[src/rtl/core/mexp_pkg.sv]
// Shared constants for the modular exponentiation block.
// No dependencies; imported by the top level and the residue checker.
`default_nettype none

package mexp_pkg;

  // Modulus loaded at reset, truncated to the datapath width where it is used.
  localparam int unsigned MODULUS_RESET = 85;

endpackage : mexp_pkg

`default_nettype wire

[src/rtl/core/mexp_mulmod.sv]
// Bit-serial modular multiplier: acc = x * y mod m, one bit of y per cycle.
// Depends on nothing else; instantiated by modular_exponentiation_top.
`default_nettype none

module mexp_mulmod #(
  parameter int WIDTH = 16
) (
  input  wire logic             clk,
  input  wire logic             rst_n,
  input  wire logic             start,
  input  wire logic [WIDTH-1:0] x,
  input  wire logic [WIDTH-1:0] y,
  input  wire logic [WIDTH-1:0] m,
  output logic                  done,
  output logic [WIDTH-1:0]      result
);

  localparam int CNT_W = $clog2(WIDTH + 1);

  logic             busy_r, busy_nxt;
  logic             done_r, done_nxt;
  logic [CNT_W-1:0] cnt_r, cnt_nxt;
  logic [WIDTH-1:0] acc_r, acc_nxt;
  logic [WIDTH-1:0] x_r, x_nxt;
  logic [WIDTH-1:0] y_r, y_nxt;

  // One double-and-add step. The sum stays below 3m, so a pair of parallel
  // compares against m and 2m picks the single subtraction needed.
  logic [WIDTH+1:0] sum;
  logic [WIDTH+1:0] m1;
  logic [WIDTH+1:0] m2;
  logic [WIDTH+1:0] step;

  always_comb begin
    m1   = {2'b00, m};
    m2   = {1'b0, m, 1'b0};
    sum  = {1'b0, acc_r, 1'b0} + (y_r[WIDTH-1] ? {2'b00, x_r} : '0);
    if (sum >= m2) begin
      step = sum - m2;
    end else if (sum >= m1) begin
      step = sum - m1;
    end else begin
      step = sum;
    end
  end

  // Operand capture and iteration control.
  always_comb begin
    busy_nxt = busy_r;
    done_nxt = 1'b0;
    cnt_nxt  = cnt_r;
    acc_nxt  = acc_r;
    x_nxt    = x_r;
    y_nxt    = y_r;
    if (start) begin
      busy_nxt = 1'b1;
      cnt_nxt  = CNT_W'(WIDTH);
      acc_nxt  = '0;
      x_nxt    = x;
      y_nxt    = y;
    end else if (busy_r) begin
      acc_nxt = step[WIDTH-1:0];
      y_nxt   = {y_r[WIDTH-2:0], 1'b0};
      cnt_nxt = cnt_r - CNT_W'(1);
      if (cnt_r == CNT_W'(1)) begin
        busy_nxt = 1'b0;
        done_nxt = 1'b1;
      end
    end
  end

  always_ff @(posedge clk) begin
    if (!rst_n) begin
      busy_r <= 1'b0;
      done_r <= 1'b0;
      cnt_r  <= '0;
    end else begin
      busy_r <= busy_nxt;
      done_r <= done_nxt;
      cnt_r  <= cnt_nxt;
    end
  end

  always_ff @(posedge clk) begin
    acc_r <= acc_nxt;
    x_r   <= x_nxt;
    y_r   <= y_nxt;
  end

  assign done   = done_r;
  assign result = acc_r;

endmodule : mexp_mulmod

`default_nettype wire

[src/rtl/core/modular_exponentiation_top.sv]
// Modular exponentiation top level: residue = base ^ exponent mod modulus.
// Depends on mexp_pkg and mexp_mulmod.
//
//   Channel | Direction | Handshake             | Payload
//   in_     | input     | in_tvalid/in_tready   | base, exponent
//   out_    | output    | out_tvalid/out_tready | residue
//   cfg_    | input     | cfg_we                | modulus
//
// A result is presented after the bit-serial multiplier has run once to
// reduce the base, once per exponent bit to square, and once more for each
// set exponent bit. A zero modulus bypasses the multiplier and gives zero.
// One item is in work at a time; the next is taken while a result waits.
// Reset is synchronous, active low; it loads the modulus with 85.
// A stalled result holds in the output register until out_tready.
`default_nettype none

module modular_exponentiation_top #(
  parameter int WIDTH = 16
) (
  input  wire logic                                 clk,
  input  wire logic                                 rst_n,
  // Configuration port
  input  wire logic                                 cfg_we,
  input  wire logic [WIDTH-1:0]                     cfg_wdata,  // modulus
  // Input channel
  input  wire logic                                 in_tvalid,
  output logic                                      in_tready,
  input  wire logic [((2*WIDTH+7)/8)*8-1:0]         in_tdata,   // base, exponent
  // Result channel
  output logic                                      out_tvalid,
  input  wire logic                                 out_tready,
  output logic [((WIDTH+7)/8)*8-1:0]                out_tdata   // residue
);

  import mexp_pkg::*;

  localparam int OUT_TDATA_W = ((WIDTH + 7) / 8) * 8;
  localparam int CNT_W       = $clog2(WIDTH + 1);

  localparam logic [2:0] S_IDLE = 3'd0;
  localparam logic [2:0] S_RED  = 3'd1;
  localparam logic [2:0] S_SQR  = 3'd2;
  localparam logic [2:0] S_MUL  = 3'd3;
  localparam logic [2:0] S_DONE = 3'd4;

  logic [2:0]       state_r, state_nxt;
  logic [WIDTH-1:0] modulus_r, modulus_nxt;
  logic [WIDTH-1:0] base_r, base_nxt;
  logic [WIDTH-1:0] exp_r, exp_nxt;
  logic [CNT_W-1:0] bitcnt_r, bitcnt_nxt;
  logic [WIDTH-1:0] res_r, res_nxt;
  logic             out_valid_r, out_valid_nxt;
  logic [WIDTH-1:0] out_data_r, out_data_nxt;

  logic             mul_start;
  logic [WIDTH-1:0] mul_x;
  logic [WIDTH-1:0] mul_y;
  logic             mul_done;
  logic [WIDTH-1:0] mul_res;
  logic [WIDTH-1:0] one_mod;

  mexp_mulmod #(
    .WIDTH (WIDTH)
  ) u_mulmod (
    .clk    (clk),
    .rst_n  (rst_n),
    .start  (mul_start),
    .x      (mul_x),
    .y      (mul_y),
    .m      (modulus_r),
    .done   (mul_done),
    .result (mul_res)
  );

  // 1 mod m: zero only for a modulus of one.
  assign one_mod = (modulus_r == WIDTH'(1)) ? '0 : WIDTH'(1);

  // Configuration register.
  assign modulus_nxt = cfg_we ? cfg_wdata : modulus_r;

  // Sequencer: reduce the base, then square-and-multiply from the top bit; a zero modulus goes straight to S_DONE.
  always_comb begin
    state_nxt  = state_r;
    base_nxt   = base_r;
    exp_nxt    = exp_r;
    bitcnt_nxt = bitcnt_r;
    res_nxt    = res_r;
    mul_start  = 1'b0;
    mul_x      = res_r;
    mul_y      = res_r;
    unique case (state_r)
      S_IDLE: begin
        if (in_tvalid) begin
          base_nxt   = in_tdata[WIDTH-1:0];
          exp_nxt    = in_tdata[2*WIDTH-1:WIDTH];
          bitcnt_nxt = CNT_W'(WIDTH);
          if (modulus_r == '0) begin
            res_nxt   = '0;
            state_nxt = S_DONE;
          end else begin
            // Base mod m is the product 1 * base, formed bit-serially.
            mul_start = 1'b1;
            mul_x     = WIDTH'(1);
            mul_y     = in_tdata[WIDTH-1:0];
            state_nxt = S_RED;
          end
        end
      end
      S_RED: begin
        if (mul_done) begin
          base_nxt  = mul_res;
          res_nxt   = one_mod;
          mul_start = 1'b1;
          mul_x     = one_mod;
          mul_y     = one_mod;
          state_nxt = S_SQR;
        end
      end
      S_SQR: begin
        if (mul_done) begin
          res_nxt = mul_res;
          if (exp_r[WIDTH-1]) begin
            mul_start = 1'b1;
            mul_x     = mul_res;
            mul_y     = base_r;
            state_nxt = S_MUL;
          end else begin
            exp_nxt    = {exp_r[WIDTH-2:0], 1'b0};
            bitcnt_nxt = bitcnt_r - CNT_W'(1);
            if (bitcnt_r == CNT_W'(1)) begin
              state_nxt = S_DONE;
            end else begin
              mul_start = 1'b1;
              mul_x     = mul_res;
              mul_y     = mul_res;
            end
          end
        end
      end
      S_MUL: begin
        if (mul_done) begin
          res_nxt    = mul_res;
          exp_nxt    = {exp_r[WIDTH-2:0], 1'b0};
          bitcnt_nxt = bitcnt_r - CNT_W'(1);
          if (bitcnt_r == CNT_W'(1)) begin
            state_nxt = S_DONE;
          end else begin
            mul_start = 1'b1;
            mul_x     = mul_res;
            mul_y     = mul_res;
            state_nxt = S_SQR;
          end
        end
      end
      S_DONE: begin
        if (!out_valid_r || out_tready) begin
          state_nxt = S_IDLE;
        end
      end
      default: begin
        state_nxt = S_IDLE;
      end
    endcase
  end

  // Output register: a finished residue moves in once the slot is free.
  always_comb begin
    out_valid_nxt = out_valid_r;
    out_data_nxt  = out_data_r;
    if (out_valid_r && out_tready) begin
      out_valid_nxt = 1'b0;
    end
    if (state_r == S_DONE && (!out_valid_r || out_tready)) begin
      out_valid_nxt = 1'b1;
      out_data_nxt  = res_r;
    end
  end

  always_ff @(posedge clk) begin
    if (!rst_n) begin
      state_r     <= S_IDLE;
      modulus_r   <= WIDTH'(MODULUS_RESET);
      out_valid_r <= 1'b0;
      bitcnt_r    <= '0;
    end else begin
      state_r     <= state_nxt;
      modulus_r   <= modulus_nxt;
      out_valid_r <= out_valid_nxt;
      bitcnt_r    <= bitcnt_nxt;
    end
  end

  always_ff @(posedge clk) begin
    base_r     <= base_nxt;
    exp_r      <= exp_nxt;
    res_r      <= res_nxt;
    out_data_r <= out_data_nxt;
  end

  assign in_tready  = (state_r == S_IDLE);
  assign out_tvalid = out_valid_r;
  assign out_tdata  = OUT_TDATA_W'(out_data_r);

endmodule : modular_exponentiation_top

`default_nettype wire

[config.mk]
export PLATFORM = sky130hd
export DESIGN_NAME = modular_exponentiation_top
export DESIGN_NICKNAME = d
export VERILOG_FILES = /design/src/rtl/core/mexp_pkg.sv /design/src/rtl/core/mexp_mulmod.sv /design/src/rtl/core/modular_exponentiation_top.sv
export SDC_FILE = /design/constraint.sdc
export NUM_CORES = 1
export LEC_CHECK = 0
export BUFFER_PORTS_ARGS = -buffer_cell sky130_fd_sc_hd__buf_2
export CORE_UTILIZATION = 45
export DETAILED_ROUTE_END_ITERATION = 8
export MAX_ROUTING_LAYER = met4
export PLACE_DENSITY_LB_ADDON = 0.3
export SYNTH_ARGS = -nofsm -noshare
export SYNTH_HDL_FRONTEND = slang
export SYNTH_SLANG_ARGS = --single-unit
[constraint.sdc]
create_clock -name clk -period 4 [get_ports clk]
set_input_delay 0.6 -clock clk [delete_from_list [all_inputs] [get_ports clk]]
set_output_delay 0.6 -clock clk [all_outputs]
set_load 0.05 [all_outputs]
==> out/results.tsv <==
stage	metric	value	unit
layout	final_common_cell	buf_4	
critical_path	cp.required	4.33	ns
critical_path	path_buf_inv	2	
layout	final_util	0.595	
outcome	violations	negative setup slack	
clock_network	clock_tree.buffer_depth	2	
sta	worst_slack	-0.425	ns
routing	drt_wl_total	28.3	mm
critical_path	crit_start	u_mulmod.y_r[15]	
clock_network	clk_latency	0.43	ns
layout	antenna_cells	0	
clock_network	clock_sinks	144	
critical_path	path_max_fanout	6	
place	dp_hpwl	20.4	mm
routing	drc	0	
layout	stdcell_area	0.0126	mm2
hold_path	hp-class	input port to flip-flop	
layout	synthToLayoutAreaGrowth	28.4	%
die	io_pins	71	
sta	hold_viol	0	
yosys	ys_warn_count	0	
routing	first_pass_iters	5	
die	die_x	150	um
yosys	synthFlopType	edfxtp_1	
global_routing	grt_pass1_wl	44.6	mm
place	gp_congestion	0.915	
critical_path	cp-start-kind	flip-flop	
critical_path	critical_path.cell_chain	and2_4, ha_4, inv_2, fa_2, nor2b_2, o31a_1, nor2_4, o31ai_4, buf_4, nand4_1, nand4_1, ha_4, nand2_2, a21oi_2, a211oi_2, nand2_1, a311o_1, o311ai_0, o21ai_0, a2111oi_2	
routing	final_antenna_net_count	0	
clock_network	cts_root_buf	clkbuf_16	
routing	initialDrtViolationCount	800	
die	dieArea	0.0225	mm2
routing	avgViaCountPerCell	5.85	
yosys	synth_edf_count	96	
yosys	synthDistinctLibCells	79	
global_routing	grt_pass1_vias	8579	
yosys	syn_nets	1167	
place	port_buffers	70	
sta	max-slew-margin-rel	0.375	
critical_path	slowest_stage	edfxtp_1	
routing	wl_per_cell	18.3	um
global_routing	grt_max_degree	47	
sta	fin_skew	0.00720	ns
yosys	syn-instance-count	1060	
sta	fin_tns_setup	-4.53	ns
die	core-area	0.0212	mm2
sta	final-setup-viol-count	16	
yosys	synth.ff_latch_count	144	
global_routing	antenna_found_initial	0	
layout	drive_above_1_share	0.301	
yosys	ys_seq_area_frac	0.391	
sta	slew_viol_final	0	
global_routing	grt_usage	0.265	
sta	max_freq	0.226	GHz
hold_path	worstHoldStart	cfg_wdata[4]	
layout	nets	1365	
sta	layout_worst_path_cycle_share	1.11	
critical_path	worstSetupPathType	flip-flop to flip-flop	
routing	vias	9045	
die	fp-row-count	53	
sta	grt_setup_unrepaired	yes	
critical_path	crit_arrival	4.75	ns
yosys	syn_area	0.00984	mm2
sta	fin_crit	4.43	ns
yosys	synth_area_per_cell	9.28	um2
clock_network	htreeDepth	4	
clock_network	cts_tree	done	
critical_path	cp_top_family	compound AO/OA/AOI/OAI gates	
layout	final_cell_mix	151 x buf_4, 103 x nand2_1, 96 x edfxtp_1, 93 x a21oi_1, 72 x nor2_1	
die	start_util	0.464	
global_routing	globalRouteOverflowTotal	0	
critical_path	r2r-start	u_mulmod.y_r[15]	
sta	max_slew.worst_pin.slew	0.935	ns
outcome	status	finished with violations	
clock_network	cts_made_buffers	17	
run	maxCapViolCount	0	
layout	fill_cells	1794	
critical_path	slowest_delay	0.45	ns
critical_path	crit_path_end_kind	flip-flop	
yosys	async_flop_share	0	
place	placed_cell_area	0.0115	mm2
die	die_y	150	um
clock_network	holdBufCountCts	0	
clock_network	path_clk_slew	0.06	ns
==> cell usage after synthesis, types with 22 or more instances <==
| cell type | n | area [um2] |
|---|---|---|
| nand2_1 | 105 | 394 |
| a21oi_1 | 101 | 505 |
| edfxtp_1 | 96 | 2880 |
| nor2_1 | 74 | 278 |
| inv_1 | 59 | 221 |
| ha_1 | 51 | 638 |
| dfxtp_1 | 48 | 961 |
| o21ai_0 | 47 | 235 |
| mux2i_1 | 40 | 400 |
| clkbuf_1 | 39 | 146 |
| mux2_2 | 34 | 383 |
| nor3_1 | 29 | 145 |
| xnor2_1 | 28 | 245 |
| o21a_1 | 23 | 173 |
| nor2b_1 | 22 | 138 |
==> what timing repair did <==
action / in CTS / in global routing
pin swaps: 13 / 28
gates resized for setup: 36 / 35
buffers inserted: 8 / 5
endpoints found under the setup margin: 16 / 16
cloned: 1 / 0
==> logic make-up (layout without fill, tap and decap cells) <==
kind of cell,after synthesis,count (layout),synth area share
flops,144,144,0.391
xor+xnor,41,41,0.0365
compound gates,318,318,0.221
simple gates,317,317,0.155
buf+inv,112,322,0.0466
mux,74,74,0.0796
fa+ha+maj,54,54,0.0710
==> flip-flops by register name, summed over array words and instances (netlist names), 3 cells and up <==
signal / cells
base_r: 16
u_mulmod.cnt_r: 5
u_mulmod.x_r: 16
res_r: 16
modulus_r: 16
bitcnt_r: 5
exp_r: 16
state_r: 3
u_mulmod.result: 16
u_mulmod.y_r: 16
out_tdata: 16
==> worst paths after layout <==
path         slack (ns)             endpoint  depth (start not counted)
min reg2reg        0.50    u_mulmod.cnt_r[1]                          2
max               -0.43  u_mulmod.result[15]                         20
min                0.39         modulus_r[4]                          3
max reg2reg       -0.43  u_mulmod.result[15]                         20
==> worst register-to-register path, cell delays in order (launching register included) <==
cell and delay, ns:
edfxtp_1 0.45, and2_4 0.20, ha_4 0.13, inv_2 0.04
fa_2 0.36, nor2b_2 0.14, o31a_1 0.27, nor2_4 0.08
o31ai_4 0.29, buf_4 0.16, nand4_1 0.10, nand4_1 0.19
ha_4 0.24, nand2_2 0.07, a21oi_2 0.04, a211oi_2 0.19
nand2_1 0.09, a311o_1 0.36, o311ai_0 0.43, o21ai_0 0.20
a2111oi_2 0.31
==> area by class of cell <==
type	count	area, um2	share of cell area
tap	275	344	0.0272
sequential	144	3840	0.304
multi-input combinational	804	6000	0.475
inverter	59	221	0.0175
clock inverter	12	158	0.0125
timing repair buffer	232	1630	0.129
clock buffer	19	433	0.0343
==> metal layers <==
metal  track usage  part of all wire
met1         0.334              0.43
met2         0.413              0.47
met3        0.0500             0.063
met4         0.112             0.035
met5             -                 0
==> per-stage QoR <==
step	hold slack, ns	std cells	setup slack (ns)
floorplan	0.469	1060	-0.153
CTS	0.386	1540	-0.271
detailed placement	0.502	1500	-0.457
global placement	0.485	1500	-0.373
global route	0.388	1545	-0.557
finish	0.390	1545	-0.425
Power is left out: the tool's default activity adds up to more than one toggle a clock period on the data nets, which glitch-free logic cannot reach.
